===== src/rtl/kstc_pkg.sv =====
// ----------------------------------------------------------------------------
// kstc_pkg
// Shared types and constants for the keyed square transpose cipher: request
// and response payloads, operation and status codes, cell control group.
// ----------------------------------------------------------------------------
package kstc_pkg;

  // side of the square and width of a letter index
  localparam int SIDE = 5;
  localparam int LW   = 5;

  // ascii landmarks
  localparam logic [7:0] CH_UA    = 8'h41;  // 'A'
  localparam logic [7:0] CH_UY    = 8'h59;  // 'Y'
  localparam logic [7:0] CH_LA    = 8'h61;  // 'a'
  localparam logic [7:0] CH_LZ    = 8'h7a;  // 'z'
  localparam logic [7:0] CASE_GAP = 8'h20;

  typedef enum logic [1:0] {
    OP_KEY    = 2'd0,
    OP_FINISH = 2'd1,
    OP_ENC    = 2'd2,
    OP_DEC    = 2'd3
  } op_t;

  typedef enum logic [1:0] {
    ST_DONE      = 2'd0,
    ST_PASS      = 2'd1,
    ST_NOT_READY = 2'd2,
    ST_REJECT    = 2'd3
  } status_t;

  typedef logic [LW-1:0] letter_t;

  typedef struct packed {
    logic [1:0] op;
    logic [7:0] in_char;
  } req_t;

  typedef struct packed {
    logic [7:0] out_char;
    logic [1:0] status;
    logic       key_ready;
  } rsp_t;

  // control broadcast to every cell of the chain
  typedef struct packed {
    logic    shift;
    letter_t query;
  } cell_ctl_t;

endpackage


===== src/rtl/keyword_square_transpose_cipher.sv =====
// ----------------------------------------------------------------------------
// keyword_square_transpose_cipher
// Keyed square transpose cipher over a chain of letter cells. Keyword letters
// shift into the chain; a finish request walks the alphabet to fill the rest.
// Keyword, pass-through and not-ready requests go straight to the output
// step; encrypt/decrypt lookups add a lookup step (cam match on acceptance,
// then transposed cell read); a finish that fills the square walks the
// alphabet (one letter per cycle, 25 steps). No new request is taken until
// the sequencer leaves its output step, where a stalled response holds it.
// Reset clears letters used, key ready, sequencer and response valid only.
// ----------------------------------------------------------------------------
module keyword_square_transpose_cipher import kstc_pkg::*; #(
  parameter int SQUARE_SIDE = SIDE
) (
  input  logic clk,
  input  logic rst,
  input  logic req_valid,
  output logic req_stall,
  input  req_t req_data,
  output logic rsp_valid,
  input  logic rsp_stall,
  output rsp_t rsp_data
);

  localparam int CELLS = SQUARE_SIDE * SQUARE_SIDE;
  localparam int PW    = $clog2(CELLS);

  typedef enum logic [3:0] {
    S_IDLE = 4'b0001,
    S_FILL = 4'b0010,
    S_LOOK = 4'b0100,
    S_DONE = 4'b1000
  } state_t;

  state_t           state;
  logic [CELLS-1:0] used;
  logic             ready;
  logic [PW-1:0]    walk;
  logic [PW-1:0]    pos;
  logic             lower;
  rsp_t             pend;

  logic             acc;
  logic [7:0]       ch;
  logic [7:0]       up;
  logic             key_ok;
  logic             enc_ok;
  logic             txt_ok;
  letter_t          qletter;
  logic             key_place;
  logic             fill_place;
  letter_t          din;
  cell_ctl_t        ctl;
  letter_t          cell_letter [CELLS];
  logic [CELLS-1:0] hit;
  logic [PW-1:0]    pos_hit;
  letter_t          rd_letter;
  logic [7:0]       map_char;
  logic             out_free;

  assign req_stall = (state != S_IDLE);
  assign acc       = req_valid && (state == S_IDLE);
  assign out_free  = !rsp_valid || !rsp_stall;

  // request decode: upper-case fold and letter range checks
  assign ch      = req_data.in_char;
  assign up      = (ch >= CH_LA && ch <= CH_LZ) ? (ch - CASE_GAP) : ch;
  assign key_ok  = (ch >= CH_UA) && (ch <= CH_UY);
  assign enc_ok  = (up >= CH_UA) && (up <= CH_UY);
  assign txt_ok  = (req_data.op == OP_ENC) ? enc_ok : key_ok;
  assign qletter = letter_t'(up - CH_UA);

  // placement into the chain: keyword letter or finish walk
  assign key_place  = acc && (req_data.op == OP_KEY) && !ready && key_ok &&
                      !used[qletter[PW-1:0]];
  assign fill_place = (state == S_FILL) && !used[walk];
  assign din        = fill_place ? letter_t'(walk) : qletter;

  assign ctl.shift = key_place || fill_place;
  assign ctl.query = qletter;

  // chain of cells; cell i holds the letter placed at position CELLS-1-i
  for (genvar i = 0; i < CELLS; i++) begin : g_cell
    if (i == 0) begin : g_head
      kstc_cell u_cell (
        .clk    (clk),
        .ctl    (ctl),
        .prev   (din),
        .letter (cell_letter[i]),
        .hit    (hit[i])
      );
    end else begin : g_body
      kstc_cell u_cell (
        .clk    (clk),
        .ctl    (ctl),
        .prev   (cell_letter[i-1]),
        .letter (cell_letter[i]),
        .hit    (hit[i])
      );
    end
  end

  // encode the matching cell into its square position
  always_comb begin
    pos_hit = '0;
    for (int i = 0; i < CELLS; i++) begin
      if (hit[i]) begin
        pos_hit = pos_hit | PW'(CELLS - 1 - i);
      end
    end
  end

  // read the cell at the transposed position
  always_comb begin
    rd_letter = '0;
    for (int p = 0; p < CELLS; p++) begin
      if (pos == PW'(p)) begin
        rd_letter = cell_letter[CELLS - 1 -
                    ((p % SQUARE_SIDE) * SQUARE_SIDE + p / SQUARE_SIDE)];
      end
    end
  end

  assign map_char = (lower ? CH_LA : CH_UA) + {{(8-LW){1'b0}}, rd_letter};

  // sequencer and control state
  always_ff @(posedge clk) begin
    if (rst) begin
      state     <= S_IDLE;
      used      <= '0;
      ready     <= 1'b0;
      rsp_valid <= 1'b0;
    end else begin
      // response valid: load from the output step, drop once taken
      if (state == S_DONE && out_free) begin
        rsp_valid <= 1'b1;
      end else if (rsp_valid && !rsp_stall) begin
        rsp_valid <= 1'b0;
      end
      if (key_place) begin
        used[qletter[PW-1:0]] <= 1'b1;
      end
      if (fill_place) begin
        used[walk] <= 1'b1;
      end
      case (state)
        S_IDLE: begin
          if (acc) begin
            if (req_data.op == OP_FINISH && !ready) begin
              state <= S_FILL;
            end else if ((req_data.op == OP_ENC || req_data.op == OP_DEC) &&
                         ready && txt_ok) begin
              state <= S_LOOK;
            end else begin
              state <= S_DONE;
            end
          end
        end
        S_FILL: begin
          if (walk == PW'(CELLS - 1)) begin
            ready <= 1'b1;
            state <= S_DONE;
          end
        end
        S_LOOK: begin
          state <= S_DONE;
        end
        S_DONE: begin
          if (out_free) begin
            state <= S_IDLE;
          end
        end
        default: begin
          state <= S_IDLE;
        end
      endcase
    end
  end

  // response payload and lookup registers
  always_ff @(posedge clk) begin
    case (state)
      S_IDLE: begin
        walk  <= '0;
        pos   <= pos_hit;
        lower <= (req_data.op == OP_DEC);
        case (req_data.op)
          OP_KEY: begin
            pend.out_char  <= '0;
            pend.status    <= (ready || !key_ok) ? ST_REJECT : ST_DONE;
            pend.key_ready <= ready;
          end
          OP_FINISH: begin
            pend.out_char  <= '0;
            pend.status    <= ST_DONE;
            pend.key_ready <= 1'b1;
          end
          default: begin
            pend.out_char  <= ch;
            pend.status    <= !ready ? ST_NOT_READY : ST_PASS;
            pend.key_ready <= ready;
          end
        endcase
      end
      S_FILL: begin
        walk <= walk + 1'b1;
      end
      S_LOOK: begin
        pend.out_char  <= map_char;
        pend.status    <= ST_DONE;
        pend.key_ready <= 1'b1;
      end
      S_DONE: begin
        if (out_free) begin
          rsp_data <= pend;
        end
      end
      default: begin
        walk <= '0;
      end
    endcase
  end

endmodule


===== src/rtl/kstc_cell.sv =====
// ----------------------------------------------------------------------------
// kstc_cell
// One cell of the square chain: holds one letter, takes its neighbor's letter
// on a shift and flags a match against the broadcast query letter.
// ----------------------------------------------------------------------------
module kstc_cell import kstc_pkg::*; (
  input  logic      clk,
  input  cell_ctl_t ctl,
  input  letter_t   prev,
  output letter_t   letter,
  output logic      hit
);

  // letter storage, shifted along the chain as the square fills
  always_ff @(posedge clk) begin
    if (ctl.shift) begin
      letter <= prev;
    end
  end

  // content match for the letter lookup
  assign hit = (letter == ctl.query);

endmodule


===== config.mk =====
export PLATFORM = sky130hd
export DESIGN_NAME = keyword_square_transpose_cipher
export DESIGN_NICKNAME = d
export VERILOG_FILES = /design/src/rtl/kstc_pkg.sv /design/src/rtl/keyword_square_transpose_cipher.sv /design/src/rtl/kstc_cell.sv
export SDC_FILE = /design/constraint.sdc
export NUM_CORES = 1
export LEC_CHECK = 0
export ABC_AREA = 1
export BUFFER_PORTS_ARGS = -buffer_cell sky130_fd_sc_hd__buf_2
export CORE_UTILIZATION = 37
export CTS_CLUSTER_DIAMETER = 120
export DETAILED_ROUTE_END_ITERATION = 6
export SLEW_MARGIN = 20
export SYNTH_ARGS = -nofsm -noshare
export SYNTH_HDL_FRONTEND = slang
export SYNTH_SLANG_ARGS = --single-unit

===== constraint.sdc =====
create_clock -name clk -period 8.9 [get_ports clk]
set_clock_uncertainty 0.1 [all_clocks]
set_input_delay 0.89 -clock clk [delete_from_list [all_inputs] [get_ports clk]]
set_output_delay 0.89 -clock clk [all_outputs]
set_load 0.01 [all_outputs]

Yosys cells after proc, flatten, opt, wreduce, memory -nomap -nowiden
Cells that the tools add are included.
{"block": "totals", "input_bits": 14, "out_inout_bits": 13, "wordCells": 236, "reg_bits": 189}
{"block": "op_classes", "eq_ne": 61, "n_reduce_logical": 36, "n_addsub": 4, "order_cmp": 10, "mux": 84, "n_bitwise": 2}
{"cell": "$mux 5", "count": 35}
{"cell": "$eq 5x5->1", "count": 24}
{"cell": "$mux 25", "count": 4}
{"cell": "$mux 4", "count": 14}
{"cell": "$eq 5x5->1 const B", "count": 10}
{"cell": "$or 25x25->25", "count": 2}
{"cell": "$pmux 11 s2", "count": 2}
{"cell": "$eq 5x4->1 const B", "count": 8}
{"cell": "$ge 8x7->1 const B", "count": 3}
{"cell": "$le 8x7->1 const B", "count": 3}
{"cell": "$mux 11", "count": 2}
{"cell": "$eq 5x3->1 const B", "count": 4}
{"cell": "$logic_and 1x1->1", "count": 16}
{"cell": "$pmux 4 s4", "count": 1}
{"cell": "$lt 5x6->1 const B", "count": 2}
{"cell": "$mux 3", "count": 4}
{"cell": "$mux 1", "count": 11}
{"cell": "$bmux 1 s5", "count": 2}
{"cell": "$demux 1 s5", "count": 2}
{"cell": "$eq 5x2->1 const B", "count": 2}
{"cell": "$ge 5x1->1 const B", "count": 2}
{"cell": "$pmux 5 s2", "count": 1}
{"cell": "$add 7x5->8", "count": 1}
{"cell": "$mux 2", "count": 4}
{"cell": "25 further kinds", "count": 38}

Logic depth before layout (Yosys ltp)
{"block": "logic_depth", "ltp_word": 28, "ltp_mapped": 24, "mapped_depth_nobuf": 24}

Modules after synthesis
Synthesis repeated with hierarchy kept, for this count alone.
{"block": "hier_totals", "cells_unflattened": 1347, "area_unflattened_um2": 10884.2}
{"module": "kstc_cell", "instances": 25, "cells_per_inst": 21, "seq_area_each_um2": 150.1, "area_each_um2": 226.5}
{"module": "keyword_square_transpose_cipher", "instances": 1, "cells_per_inst": 822, "seq_area_each_um2": 1611.5, "area_each_um2": 5222.5}

Least setup slack after synthesis
Ideal clock, no wire load.
{"block": "synth_timing", "kind": "input -> register", "from": "input req_data[0] in the netlist's numbering", "to": "register g_cell[0].g_head.u_cell.letter[0] (enable)", "cell_stages": 18, "slack_ns": 2.962, "n_path_buf": 2, "setup_time_ns": 0.489, "arrival_ns": 5.350, "required_time_ns": 8.311, "path_cell_list": "inv_1 buf_2 buf_2 ha_1 inv_1 nor2_2 inv_2 o21ai_1 nand2_1 inv_2 nor2_2 inv_2 nor2_2 inv_1 nor2_1 nor4_2 nand3_2 nand2_1"}
{"element": "start, declared", "line_no": "keyword_square_transpose_cipher.sv:19", "source": "input req_t req_data,"}
{"element": "end signal, assigned", "line_no": "kstc_cell.sv:17", "source": "letter <= prev;"}
{"element": "end, declared", "line_no": "kstc_cell.sv:10", "source": "output letter_t letter,"}

==> summary.md <==
| Metric | Value |
|---|---|
| Status | `finished, final reports clean` |
| Pins over their slew limit | `0` |
| Highest-count cells in the layout ignoring fill and taps | `nand2_1 (257), inv_1 (161), edfxtp_1 (158)` |
| Most common cell after layout, fill and taps aside | `nand2_1` |
| Routed vias | `8,521` |
| Worst hold slack | `0.320 ns` |
| Number of levels in the clock H-tree | `4` |
| Share of the synthesized area in the top cell type | `45.3%` |
| Main flop type after synthesis | `edfxtp_1` |
| Post-synth EDFFs | `between 150 and 200` |
| Relative slew slack | `32.5%` |
| Min-Delay Path Depth | `0` |
| Detailed-route vias per instance | `about 5.3` |
| Total of cells resized after clock tree synthesis | `0` |
| Total length of routed wires | `approximately 32 mm` |
| Hold Startpoint | `pend[4]$_DFFE_PP_` |
| Number of cells on the critical path | `15` |
| Share of flip-flops with an asynchronous set or reset | `0%` |
| Number of failing hold endpoints at the final stage | `0` |
| Fillers | `2,790` |
| Buffer depth of the longest clock path | `2` |
| Crit end category | `flip-flop` |
| Area Overhead vs Synth | `10.2%` |
| Timing-limited maximum frequency | `0.179 GHz` |
| Minimum setup slack among reg-to-reg paths | `4.12 ns` |
| Part of the power in the clock network | `between 30% and 40%` |
| Synthesized area | `10,500 um^2` |
| Slew at the pin with the worst max-slew slack | `approximately 1.0 ns` |
| Top area cells in the synthesized netlist | `edfxtp_1 (45%), nand2_1 (9.3%), dfxtp_1 (5.9%), inv_1 (5.8%), nor2_1 (3.7%)` |
| Final period utilization | `62.9%` |
| Non-Filler Instances | `approximately 1.6k` |
| Count of final setup violators | `0` |
| Layout cell share with drive strength beyond 1 | `11.6%` |
| Critical path startpoint category | `primary input` |
| Core Footprint | `about 28,000 um^2` |
| Peak ir drop on the vdd network | `103 uV` |
| Number of buffer and inverter instances along the worst setup path | `6` |
| Layout net count | `between 1k and 1.5k` |
| Number of buffers inserted by port buffering | `26` |
| Initial antenna violation count | `1` |
| Area used by sequential logic in the layout | `between 5000 and 6000 um^2` |
| Netlist cell types | `54` |
| Worst r2r src | `walk[0]$_SDFFCE_PP0N_` |
| Synth area leader | `edfxtp_1` |
| ANT nets after route | `0` |
| Setup repair after global routing missed its margin | `no` |
| Type of the worst setup path | `primary input to flip-flop` |
| I/O pin total | `27` |
| Total die area | `29,000 um^2` |
| Height of the chip | `170 um` |
| DP Cell Count | `around 1.6k` |
| Net Count, Synth | `1,224` |
| Iteration-0 DRC Markers | `986` |
| Maximum single-stage delay on the critical path | `approximately 0.74 ns` |
| Power per cell area | `214 nW/um^2` |
| Required time of the critical path | `between 8 and 9 ns` |
| Switching component of the power | `890 uW` |
| Sequential fraction of the synthesis area | `roughly half` |
| Post-detailed-route DRC marker count | `0` |
| Seq pwr share | `43.9%` |
| Critical path's top delay family | `buffers and inverters` |
| Length of the first detailed-routing pass in iterations | `5` |
| Number of storage elements in the synthesis netlist | `189` |
| TritonCTS clock tree | `yes` |
| Min cycle time layout | `around 5.6 ns` |
| Fraction of power spent switching nets | `36.0%` |
| Horizontal extent of the die | `170 um` |
| CP startpoint | `req_data[0]` |
| Crit path setup slack, layout | `3.30 ns` |
| Aggregate global-route resource usage | `~23%` |
| Max-Cap Viols | `0` |
| Vias in the first global route | `about 8.1k` |
| Clock latency of the later-clocked register in the worst-skew pair | `about 0.46 ns` |
| Post-synthesis cell count | `about 1.2k` |
| Combinational group share of total power | `around 25%` |
| Area taken by multi-input logic gates | `4280 um^2` |
| Tightest Hold Check Type | `flip-flop to flip-flop` |
| Synth warn | `0` |
| Total setup buffers inserted after CTS | `0` |
| Leakage dissipation | `~0.0043 uW` |
| Largest net degree at the start of global routing | `69` |
| Clock-pin slew on the worst setup and hold paths | `0.07 ns` |
| Number of clock sinks seen by CTS | `189` |
| Initial core utilization | `37.7%` |
| Avg Synthesized Cell Area | `8.73 um^2` |
| Mean routed wirelength per cell | `20.2 um` |
| Worst Reg2Reg Path Length in Cells | `8` |
| Int Power | `1580 uW` |
| Worst Path Arrival | `5.57 ns` |
| Slowest cell on the critical path | `buf_4` |
| Congestion Overflow GR | `0` |
| Number of hold buffers added after cts | `0` |
| Setup Slack @ Placement | `2.94 ns` |
| Cell chain of the critical path | `buf_2, buf_4, inv_1, nand3_1, nand2_2, inv_2, nor2_2, inv_2, nor2_2, nand2_1, nand3_1, nor3_1, nand3_2, nand2_4, buf_4` |
| Wire length of the first global-routing pass | `48.7 mm` |
| Site Rows | `61` |
| Final GP Congestion | `between 0.9 and 1` |
| Detailed placer's ending HPWL | `24.5 mm` |
| Sum of internal, switching and leakage power | `2470 uW` |
| Clock root buffer | `clkbuf_16` |
| Setup tns final | `0 ns` |
| Number of clock buffers inserted by TritonCTS | `17` |
| Peak fanout along the critical path | `between 60 and 70` |
| Antenna diode count | `0` |
final timing paths:
check                                                              endpoint
worst max register to register  g_cell[2].g_body.u_cell.letter[3]$_DFFE_PP_
worst max-delay path            g_cell[2].g_body.u_cell.letter[3]$_DFFE_PP_
worst min-delay path                                  rsp_data[4]$_DFFE_PP_
worst min register to register                        rsp_data[4]$_DFFE_PP_
final cells by class:
class	instances	share of cell area, %
flip-flops and latches	189	46.5
multi-input cells	800	37.1
inverters	176	5.73
well taps	378	4.10
clock buffers	17	3.69
clock inverters	15	1.48
repair buffers	30	1.39
per-layer routing:
layer / vias up / global-route usage [%] / part of all wire, %
met5: - / 0 / 0.040
met4: 2 / 8.38 / 3.1
met2: 292 / 37.9 / 48
met3: 68 / 4.60 / 5.8
met1: 4060 / 29.6 / 43
li1: 4099 / - / -
Yosys cell counts, types with 6 or more instances:
cell type,count
a2111oi_0,6
a211oi_1,7
a21oi_1,45
a31oi_1,18
a32o_1,8
buf_2,18
clkbuf_1,11
dfxtp_1,31
edfxtp_1,158
ha_1,11
inv_1,161
inv_2,15
nand2_1,258
nand2_2,12
nand3_1,50
nand4_1,46
nor2_1,104
nor2_2,13
nor3_1,19
o211ai_1,6
o21ai_0,58
o21ai_1,8
o22ai_1,7
or2_2,26
xnor2_1,24
xor2_1,27
registers in the layout (all words and copies together) (netlist names):
| signal | flops |
|---|---|
| g_cell.g_body.u_cell.letter | 120 |
| used | 25 |
| pend | 11 |
| rsp_data | 11 |
| g_cell.g_head.u_cell.letter | 5 |
| pos | 5 |
| walk | 5 |
| state | 4 |
| lower | 1 |
| ready | 1 |
| rsp_valid | 1 |
through the flow:
| stage | cell area [um^2] | utilization, % |
|---|---|---|
| global placement | 10900 | 39.4 |
| detailed placement | 10900 | 39.4 |
| global route | 11500 | 41.5 |
| finish | 11500 | 41.5 |
| floorplan | 10500 | - |
| CTS | 11500 | 41.5 |
worst register-to-register path, stage by stage (launching register included):
cell,delay (ns)
edfxtp_1,0.74
inv_1,0.39
a21oi_1,0.22
o21ai_0,0.11
a32o_1,0.27
a2111oi_2,0.39
nand2_1,0.51
nand2_4,0.85
buf_4,0.81
kinds of logic after synthesis:
kind of cell               count (synthesis)  share of synthesized area (%)
AOI/OAI and AO/OA                        189                           11.3
xor gates and xnor gates                  51                           4.27
adders and majority gates                 11                           1.31
DFF                                      189                           51.3
buffers and inverters                    210                           7.92
and+or+nand+nor                          549                           24.0
power by group through the flow:
stage | combinational (uW) | clock (uW) | sequential, uW
after global routing | 680 | 816 | 1090
after detailed placement | 601 | 0 | 1110
after floorplan | 437 | 0 | 1090
after global placement | 596 | 0 | 1110
after CTS | 604 | 785 | 1090
final | 613 | 775 | 1090
(Power assumes the default switching activity.)
